[config.mk]
export PLATFORM = sky130hd
export DESIGN_NAME = ctce_ctrl
export DESIGN_NICKNAME = d
export VERILOG_FILES = /design/src/rtl/ctce_pkg.sv /design/src/rtl/ctce_ctrl.sv
export SDC_FILE = /design/constraint.sdc
export NUM_CORES = 1
export LEC_CHECK = 0
export ABC_AREA = 1
export BUFFER_PORTS_ARGS = -buffer_cell sky130_fd_sc_hd__buf_4
export CAP_MARGIN = 20
export CORE_AREA = 2 2 39 41
export DETAILED_ROUTE_END_ITERATION = 8
export DIE_AREA = 0 0 41 43
export GPL_TIMING_DRIVEN = 1
export PLACE_DENSITY = 0.32
export SYNTH_ARGS = -nofsm -noshare
export SYNTH_HDL_FRONTEND = slang
export SYNTH_SLANG_ARGS = --single-unit
[constraint.sdc]
create_clock -name clock -period 1.9 [get_ports clock]
set_clock_uncertainty 0.15 [all_clocks]
set_input_delay 0.19 -clock clock [delete_from_list [all_inputs] [get_ports clock]]
set_output_delay 0.19 -clock clock [all_outputs]
set_load 0.01 [all_outputs]
[src/rtl/ctce_pkg.sv]
// Shared types, codes and constants of the capture transfer command engine.
`default_nettype none

package ctce_pkg;

   localparam int STORE_DEPTH_DEFAULT = 65536;

   localparam int SIZE_W   = 17;
   localparam int INFO_W   = 32;
   localparam int REMAIN_W = 31;
   localparam int ADDR_W   = 16;
   localparam int BYTE_W   = 8;

   localparam logic [SIZE_W-1:0] MAX_SIZE_RESET  = 17'd65536;
   localparam logic [SIZE_W-1:0] CMD_LIMIT_RESET = 17'd100000;

   typedef enum logic [1:0] {
      OPC_COMMAND = 2'd0,
      OPC_DATA    = 2'd1,
      OPC_ABORT   = 2'd2,
      OPC_READ    = 2'd3
   } opcode_type;

   localparam logic [7:0] CMD_START     = 8'd1;
   localparam logic [7:0] CMD_END       = 8'd2;
   localparam logic [7:0] CMD_SEGMENT   = 8'd3;
   localparam logic [7:0] CMD_SEEK_ZERO = 8'd4;
   localparam logic [7:0] CMD_SEEK_POS  = 8'd5;
   localparam logic [7:0] CMD_SEEK_SIZE = 8'd6;

   typedef enum logic [3:0] {
      ST_ACCEPTED    = 4'd0,
      ST_FINISHED    = 4'd1,
      ST_CORRUPT     = 4'd2,
      ST_BAD_PARAM   = 4'd3,
      ST_LIMIT       = 4'd4,
      ST_UNSUPPORTED = 4'd5,
      ST_CANCELLED   = 4'd6,
      ST_TIMEOUT     = 4'd7,
      ST_CLOSED      = 4'd8
   } status_type;

   typedef enum logic [1:0] {
      PH_START   = 2'd0,
      PH_RUN     = 2'd1,
      PH_SEGMENT = 2'd2,
      PH_CLOSED  = 2'd3
   } phase_type;

   typedef enum logic [1:0] {
      CS_IDLE = 2'd0,
      CS_EXEC = 2'd1,
      CS_FILL = 2'd2,
      CS_READ = 2'd3
   } ctrl_state_type;

   localparam int CSR_INDEX_W = 1;
   localparam logic [CSR_INDEX_W-1:0] CSR_MAX_SIZE  = 1'b0;
   localparam logic [CSR_INDEX_W-1:0] CSR_CMD_LIMIT = 1'b1;

   // Commands from the controller to the datapath.
   typedef struct packed {
      logic capture;
      logic commit;
      logic fill_step;
      logic read_issue;
      logic read_commit;
   } dp_cmd_type;

   // Status from the datapath to the controller.
   typedef struct packed {
      logic is_read;
      logic need_fill;
      logic out_free;
   } dp_status_type;

endpackage

`default_nettype wire

[src/rtl/ctce_ctrl.sv]
// Controller state machine that sequences accept, execute, gap fill and read.
`default_nettype none

module ctce_ctrl (
   input  wire logic                    clock,
   input  wire logic                    reset,
   input  wire logic                    req_valid,
   output logic                         req_ready,
   input  wire ctce_pkg::dp_status_type dp_status,
   output ctce_pkg::dp_cmd_type         dp_cmd
);
   import ctce_pkg::*;

   ctrl_state_type state_ff;
   ctrl_state_type state_in;

   always_ff @(posedge clock) begin
      if (reset) begin
         state_ff <= CS_IDLE;
      end else begin
         state_ff <= state_in;
      end
   end

   always_comb begin
      state_in  = state_ff;
      req_ready = 1'b0;
      dp_cmd    = '0;
      unique case (state_ff)
         CS_IDLE: begin
            req_ready = 1'b1;
            if (req_valid) begin
               dp_cmd.capture = 1'b1;
               state_in       = CS_EXEC;
            end
         end
         CS_EXEC: begin
            priority if (dp_status.is_read) begin
               dp_cmd.read_issue = 1'b1;
               state_in          = CS_READ;
            end else if (dp_status.need_fill) begin
               state_in = CS_FILL;
            end else if (dp_status.out_free) begin
               dp_cmd.commit = 1'b1;
               state_in      = CS_IDLE;
            end else begin
               // The response register still holds the previous beat.
               state_in = CS_EXEC;
            end
         end
         CS_FILL: begin
            // One zero byte per cycle until the gap up to the write position is closed.
            if (dp_status.need_fill) begin
               dp_cmd.fill_step = 1'b1;
            end else begin
               state_in = CS_EXEC;
            end
         end
         CS_READ: begin
            if (dp_status.out_free) begin
               dp_cmd.read_commit = 1'b1;
               state_in           = CS_IDLE;
            end
         end
         default: begin
            state_in = CS_IDLE;
         end
      endcase
   end

endmodule

`default_nettype wire

==> results of run 1 <==
## metal layers
metal / up-vias / wire length, um / GRT usage [%]
met4: 0 / 0 / 4.00
met3: 0 / 50 / 4.71
met1: 92 / 210 / 6.39
li1: 117 / - / -
met2: 7 / 219 / 9.38
met5: - / 0 / 0
## tightest hold or removal path, cell delays in order
cell and delay [ns]:
buf_4 0.10, o21ai_1 0.06, a31oi_1 0.12
## metrics by stage
stage	instance area (um^2)	instances	hold slack [ns]
floorplan	169	29	0.102
global placement	272	56	0.218
detailed placement	272	56	0.214
CTS	304	60	0.136
global route	304	60	0.163
finish	304	60	0.142
## worst max path at each step
stage,depth (start not counted),start,to,slack [ns]
after floorplan,4,state_ff[0]$_SDFFE_PP0P_,dp_cmd[3],0.73
after global placement,5,state_ff[0]$_SDFFE_PP0P_,dp_cmd[3],0.58
after detailed placement,5,state_ff[0]$_SDFFE_PP0P_,dp_cmd[3],0.60
after CTS,5,state_ff[0]$_SDFFE_PP0P_,dp_cmd[3],0.35
after global routing,5,state_ff[0]$_SDFFE_PP0P_,dp_cmd[3],0.28
final,5,state_ff[0]$_SDFFE_PP0P_,dp_cmd[3],0.37
## cells by family after synthesis
logic type / after synthesis
compound gates: 3
buf+inv: 8
flops: 2
simple gates: 16
## cells in the mapped netlist
cell and count:
nand3_2 1, a31oi_1 1, nor3_1 1, nor2_1 7, inv_1 8, dfxtp_1 2
a21oi_2 1, nand2_1 5, nand2_2 1, o21ai_1 1, nor4_2 1
## cell type report
class	instances	area, um^2
Clock buffer	3	22.5
Fill cell	164	1080
Inverter	8	30.0
Multi-Input combinational cell	19	98.8
Sequential cell	2	40.0
Tap cell	16	20.0
Timing Repair Buffer	12	92.6
## power breakdown
| part | internal [mW] | leakage, nW | switching (mW) |
|---|---|---|---|
| combinational | 0.0322 | 0.143 | 0.0328 |
| sequential | 0.0474 | 0.0166 | 0.00702 |
| clock | 0.0698 | 0.0138 | 0.0250 |
| total | 0.149 | 0.173 | 0.0648 |
## timing repair
action                    in CTS  in global routing
hold buffers                   1                  0
buffers inserted               0                  0
hold endpoints to repair       2                  0
==> results_dict.tcl, run 1 <==
set metrics [dict create \
    status "completed" \
    ys_warn_count 0 \
    grt_pass1_vias 214 \
    total_power_mw 0.214 \
    grt_usage_pct 6.51 \
    rows 14 \
    syn_area_um2 169 \
    layout_commonest_cell "buf_4" \
    clkLatencyLatePin_ns 0.23 \
    regMostFlops "state_ff" \
    critPathTopFamily "flip-flops" \
    fin_nets 52 \
    ctsLongestPathBuffers 2 \
    io_buffer_count 11 \
    area_growth_pct 80.0 \
    crit_path_frequent_cell "inv_1" \
    grt.overflow.total 0 \
    worst_slew_pin_slew_ns 0.190 \
    ir_drop_v 0.000211 \
    pre_cts_ws_ns 0.596 \
    worstPathArrival_ns 1.19 \
    setup_violations 0 \
    clockRootBuffer "clkbuf_4" \
    maxSlewViolCount 0 \
    rrSetupSlack_ns 0.85 \
    slew_headroom_pct 87.3 \
    pin_count 12 \
    synth_top_cell_area_share_pct 23.7 \
    die_w_um 41 \
    cts_max_level 1 \
    synthCells 29 \
    design.die.area_um2 1760 \
    ys_seq_area_share_pct 23.7 \
    synth_top_family_by_area "simple AND/OR/NAND/NOR gates" \
    whs_endpoint "state_ff[1]$_SDFFE_PP0P_" \
    fp.dieH_um 43 \
    cts_tree "done" \
    crit_type "register to output pin" \
    first_pass_iters 2 \
    post_cts_resized 0 \
    via_per_inst 3.60 \
    synthXorXnorAreaFrac_pct 0 \
    synthAdderAreaFrac_pct 0 \
    setup_ws_ns 0.374 \
    antenna_found_initial 0 \
    end_kind "output pin" \
    avgSynthCellArea_um2 5.82 \
    r2r_start "state_ff[0]$_SDFFE_PP0P_" \
    ys_types 11 \
    utilization_pct 22.0 \
    yosys.area_share.simple_pct 46.7 \
    netlist_top_cells_area "dfxtp_1 (24%), inv_1 (18%), nor2_1 (16%), nand2_1 (11%), nor4_2 (7.4%)" \
    wl_per_cell_um 8.02 \
    start_util_pct 12.2 \
    synth_nets 35 \
    post-dp-hpwl_um 385 \
    grt_pass1_wl_um 752 \
    fin_crit_sh_pct 80.3 \
    synth_compound_area_share_pct 11.9 \
    worstPathMaxFanout 5 \
    synth_area_leader_cell "dfxtp_1" \
    r2r-end "state_ff[1]$_SDFFE_PP0P_" \
    layout_common_cells "buf_4 (11), inv_1 (8), nor2_1 (7)" \
    fin_crit_ns 1.53 \
    grt_max_degree 6 \
    ys_ff_latch 2 \
    routed_wl_um 481 \
    via_count 216 \
    rsz0062_at_grt "no" \
    n_antenna_cell 0 \
    cp-start-kind "register" \
    drive_above_1_share_pct 40.9 \
    detail-route-antenna-nets 0 \
    gp_congestion 0.653 \
    clk_pin_slew_worst_paths_ns 0.03 \
    largest_register_ffs 2 \
    worstPathRequired_ns 1.56 \
    reg2reg_depth 4 \
    crit_slowest_cell "dfxtp_1" \
    cts_made_buffers 3 \
    powerDensity_nw_per_um2 704 \
    min_path_type "input port to register" \
    setup_tns_ns 0 \
    drt_iter0_markers 2 \
    drc 0 \
    holdCritStartpoint "dp_status[2]" \
    worstPathCellList "inv_1 -> nor2_1 -> inv_1 -> nor4_2 -> buf_4" \
    fmax_ghz 0.655 \
    leakage_nw 0.173 \
    drv_cap 0 \
    max_stage_delay_ns 0.39 \
    core_area_um2 1380 \
    largestRegisters "state_ff (2)" \
    finalHoldViolCount 0 \
    path_buf_inv 3 \
    min_path_cells 3 \
    muxShareOfSynthArea_pct 0 \
    cts.sinks 2 \
]
Power figures use the tool's default switching activity.
==> run 2, diff against run 1 <==
Settings changed: PLACE_DENSITY 0.32 to 0.33.
Clock period 1.9 ns to 1.3 ns, I/O delays scaled along.
==> run 2 against run 1 <==
  * Clock-buffer cell count stayed put
  * Setup slack worse by 0.37 ns
  * Worst hold slack worse by 0.062 ns
  * Cell count is 1.7% higher
  * Clock power is 45% higher
  * Cell area is 5.8% higher
  * Routed wire length is 1.9% lower
  * Sequential power is 46% higher
==> results_dict.tcl, run 2 (synthesis results as in run 1) <==
set metrics [dict create \
    grt_max_degree 6 \
    cts_tree "done" \
    fin_nets 53 \
    total_power_mw 0.328 \
    setup_violations 0 \
    grt_pass1_vias 220 \
    powerDensity_nw_per_um2 1020 \
    worst_slew_pin_slew_ns 0.185 \
    worstPathMaxFanout 2 \
    ir_drop_v 0.000335 \
    min_path_cells 4 \
    worstPathRequired_ns 1.02 \
    clk_pin_slew_worst_paths_ns 0.03 \
    start_util_pct 12.2 \
    layout_commonest_cell "buf_4" \
    finalHoldViolCount 0 \
    fp.dieH_um 43 \
    detail-route-antenna-nets 0 \
    first_pass_iters 1 \
    io_buffer_count 11 \
    die_w_um 41 \
    fin_crit_ns 1.30 \
    n_antenna_cell 0 \
    gp_congestion 0.698 \
    stdcell_area_um2 322 \
    crit_type "register to output pin" \
    r2r-end "state_ff[0]$_SDFFE_PP0P_" \
    crit_path_frequent_cell "inv_2" \
    max_stage_delay_ns 0.32 \
    area_growth_pct 90.4 \
    slew_headroom_pct 87.6 \
    worstPathArrival_ns 1.02 \
    design.die.area_um2 1760 \
    largestRegisters "state_ff (2)" \
    crit_slowest_cell "dfxtp_2" \
    regMostFlops "state_ff" \
    status "completed" \
    core_area_um2 1380 \
    holdCritStartpoint "dp_status[0]" \
    worstPathCellList "inv_2 -> nor2_4 -> inv_2 -> nor4_2 -> buf_4" \
    grt.overflow.total 0 \
    grt_usage_pct 6.71 \
    drt_iter0_markers 0 \
    pin_count 12 \
    wl_per_cell_um 7.74 \
    post-dp-hpwl_um 393 \
    whs_ns 0.0796 \
    drv_cap 0 \
    min_path_type "input port to register" \
    reg2reg_depth 7 \
    maxSlewViolCount 0 \
    clockRootBuffer "clkbuf_4" \
    ctsLongestPathBuffers 2 \
    drc 0 \
    antenna_found_initial 0 \
    setup_ws_ns 0.00254 \
    drive_above_1_share_pct 53.3 \
    layout_common_cells "buf_4 (12), inv_1 (6), nor2_1 (6)" \
    routed_wl_um 472 \
    fmax_ghz 0.771 \
    placed_cell_area_um2 279 \
    cts_max_level 1 \
    whs_endpoint "state_ff[0]$_SDFFE_PP0P_" \
    pre_cts_ws_ns 0.159 \
    fin_crit_sh_pct 99.8 \
    cts_made_buffers 3 \
    grt_pass1_wl_um 752 \
    clkLatencyLatePin_ns 0.22 \
    cts.sinks 2 \
    rows 14 \
    cts_setup_buffers 0 \
    setup_tns_ns 0 \
    via_per_inst 3.72 \
    largest_register_ffs 2 \
    rsz0062_at_grt "yes" \
    rrSetupSlack_ns 0.21 \
    cp-start-kind "register" \
    via_count 227 \
    r2r_start "state_ff[0]$_SDFFE_PP0P_" \
    end_kind "output pin" \
    leakage_nw 0.178 \
]
==> run 2: cell type report <==
class,instances,area (um^2)
inverter,8,30.0
sequential,2,42.5
tap,16,20.0
clock buffer,3,22.5
timing repair buffer,13,100
multi-input combinational,19,106
fill,157,1060
==> run 2: worst max-delay path by stage <==
stage | from | to | slack, ns | cells past startpoint
floorplan | state_ff[0]$_SDFFE_PP0P_ | dp_cmd[3] | 0.19 | 4
global placement | state_ff[0]$_SDFFE_PP0P_ | dp_cmd[3] | 0.17 | 5
detailed placement | state_ff[0]$_SDFFE_PP0P_ | dp_cmd[3] | 0.16 | 5
CTS | state_ff[0]$_SDFFE_PP0P_ | dp_cmd[3] | -0.02 | 5
global route | state_ff[0]$_SDFFE_PP0P_ | dp_cmd[3] | -0.07 | 5
finish | state_ff[0]$_SDFFE_PP0P_ | dp_cmd[3] | 0.003 | 5
==> run 2: per-layer routing <==
metal | vias up | track usage (%) | wire length, um
li1 | 119 | - | -
met1 | 97 | 7.03 | 195
met2 | 9 | 9.38 | 222
met3 | 2 | 1.57 | 38
met4 | 0 | 8.00 | 16
met5 | - | 0 | 0
==> run 2: power by group <==
group / internal [mW] / switching [mW]
logic: 0.0559 / 0.0552
registers: 0.0709 / 0.00860
clock network: 0.102 / 0.0352
total: 0.229 / 0.0990
==> run 2: worst max-delay path, delay by kind of cell, from the launching register on <==
kind	cells	cell delay, ns
buffers and inverters	3	0.24
DFF	1	0.32
and+or+nand+nor	2	0.22
==> run 2: through the flow <==
stage	utilization, %	instances
floorplan	-	29
global placement	20.2	57
detailed placement	20.2	57
CTS	23.2	61
global route	23.2	61
finish	23.2	61
==> run 2: what timing repair did <==
item | CTS | global route
hold buffers | 1 | 0
pin swaps | 1 | 0
gates resized for setup | 6 | 0
hold endpoints to repair | 2 | 0
gates cloned | 0 | 0
setup endpoints to repair | 3 | 2
==> run 3, diff against run 2 <==
Settings changed: CELL_PAD_IN_SITES_DETAIL_PLACEMENT set to 0, CELL_PAD_IN_SITES_GLOBAL_PLACEMENT set to 1, PLACE_DENSITY 0.33 to 0.46.
==> run 3 against run 2 <==
  * Setup slack lost 0.0026 ns
  * Sequential share of layout area is the same
  * Cell area is the same
  * Worst hold slack lost 0.023 ns
  * Clock-buffer cell count is the same
  * Register-to-register slack is essentially flat
  * Die area is the same
  * Global-route usage shrank 0.30 points
  * Utilization is the same
  * The flow now finishes with violations (setup timing)
  * Routed wire length grew 0.21%
  * First-iteration DRC count is the same
  * Cell count is the same
==> results_dict.tcl, run 3 (synthesis results as in run 1) <==
set metrics [dict create \
    antenna_found_initial 0 \
    crit_type "register to output pin" \
    drt_iter0_markers 0 \
    routed_wl_um 473 \
    setup_tns_ns -0.0000533 \
    ir_drop_v 0.000594 \
    slew_headroom_pct 86.8 \
    fin_crit_sh_pct 100 \
    min_path_type "input port to register" \
    seqCellArea_um2 42.5 \
    wl_per_cell_um 7.75 \
    via_per_inst 3.61 \
    multi_input_area_um2 106 \
    setup_ws_ns -0.0000533 \
    placed_cell_area_um2 279 \
    grt_pass1_wl_um 717 \
    status "finished, violations left" \
    first_pass_iters 1 \
    finalHoldViolCount 0 \
    grt_pass1_vias 207 \
    cts_made_buffers 3 \
    end_kind "output pin" \
    leakage_nw 0.178 \
    pin_count 12 \
    violations "setup timing" \
    drc 0 \
    clk_pin_slew_worst_paths_ns 0.03 \
    clockRootBuffer "clkbuf_4" \
    fin_nets 53 \
    stdcell_area_um2 322 \
    gp_congestion 0.656 \
    io_buffer_count 11 \
    worst_slew_pin_slew_ns 0.196 \
    start_util_pct 12.2 \
    grt_max_degree 6 \
    area_growth_pct 90.4 \
    clkLatencyLatePin_ns 0.23 \
    die_w_um 41 \
    rsz0062_at_grt "yes" \
    layout_common_cells "buf_4 (12), inv_1 (6), nor2_1 (6)" \
    largest_register_ffs 2 \
    fillers 177 \
    detail-route-antenna-nets 0 \
    worstPathRequired_ns 1.02 \
    setup_violations 1 \
    drv_cap 0 \
    fin_crit_ns 1.30 \
    drive_above_1_share_pct 53.3 \
    cts_tree "done" \
    cts.sinks 2 \
    maxSlewViolCount 0 \
    pre_cts_ws_ns 0.174 \
    n_antenna_cell 0 \
    fmax_ghz 0.769 \
    largestRegisters "state_ff (2)" \
    post-dp-hpwl_um 380 \
    cts_setup_buffers 0 \
    worstPathArrival_ns 1.02 \
    cts_max_level 1 \
    design.die.area_um2 1760 \
    worstPathMaxFanout 2 \
    powerDensity_nw_per_um2 1020 \
    fp.dieH_um 43 \
    grt.overflow.total 0 \
    grt_usage_pct 6.41 \
    rows 14 \
    ctsLongestPathBuffers 2 \
    cp-start-kind "register" \
    via_count 220 \
    core_area_um2 1380 \
    layout_commonest_cell "buf_4" \
    utilization_pct 23.2 \
    regMostFlops "state_ff" \
]
## run 3: cell counts in the layout (fill, tap and decap cells not counted)
No cell type changed its count.
## run 3: path summary, 6_finish.rpt
| check | startpoint | end | slack, ns | depth (start not counted) |
|---|---|---|---|---|
| worst min-delay path | dp_status[2] | state_ff[1]$_SDFFE_PP0P_ | 0.06 | 3 |
| worst min register to register | state_ff[0]$_SDFFE_PP0P_ | state_ff[1]$_SDFFE_PP0P_ | 0.40 | 3 |
| worst max-delay path | state_ff[0]$_SDFFE_PP0P_ | dp_cmd[3] | -0.00005 | 5 |
| worst max register to register | state_ff[0]$_SDFFE_PP0P_ | state_ff[0]$_SDFFE_PP0P_ | 0.20 | 7 |
## run 3: power breakdown
| group | internal [mW] | switching, mW |
|---|---|---|
| sequential | 0.0709 | 0.00863 |
| combinational | 0.0559 | 0.0551 |
| clock | 0.102 | 0.0343 |
## run 3: final cells by class
class / instances / area share (%)
Sequential cell: 2 / 13.2
Timing Repair Buffer: 13 / 31.1
Clock buffer: 3 / 7.00
Multi-Input combinational cell: 19 / 33.1
Tap cell: 16 / 6.23
Inverter: 8 / 9.34
## run 3: layer usage
metal	vias up	global-route usage (%)	wire length, um
met5	-	0	0
met4	0	6.00	0
met3	0	3.14	47
met2	8	8.75	238
met1	93	6.71	187
li1	119	-	-
## run 3: critical path, cell delays in order, from the launching register on
cell and delay, ns:
dfxtp_2 0.32, inv_2 0.05, nor2_4 0.10, inv_2 0.04
nor4_2 0.13, buf_4 0.16
## run 3: stage by stage
step | power, mW | instances | hold WS [ns]
after CTS | 0.332 | 61 | 0.0562
final | 0.327 | 61 | 0.0570
after detailed placement | 0.180 | 57 | 0.148
after global routing | 0.348 | 61 | 0.101
after global placement | 0.182 | 57 | 0.150
after floorplan | 0.128 | 29 | 0.0424
## run 3: repair_timing
item                                    CTS  global route
hold buffers                              1             0
resized for setup                         4             2
gates cloned                              0             0
pin swaps                                 2             1
endpoints found under the hold margin     2             0
endpoints found under the setup margin    2             3
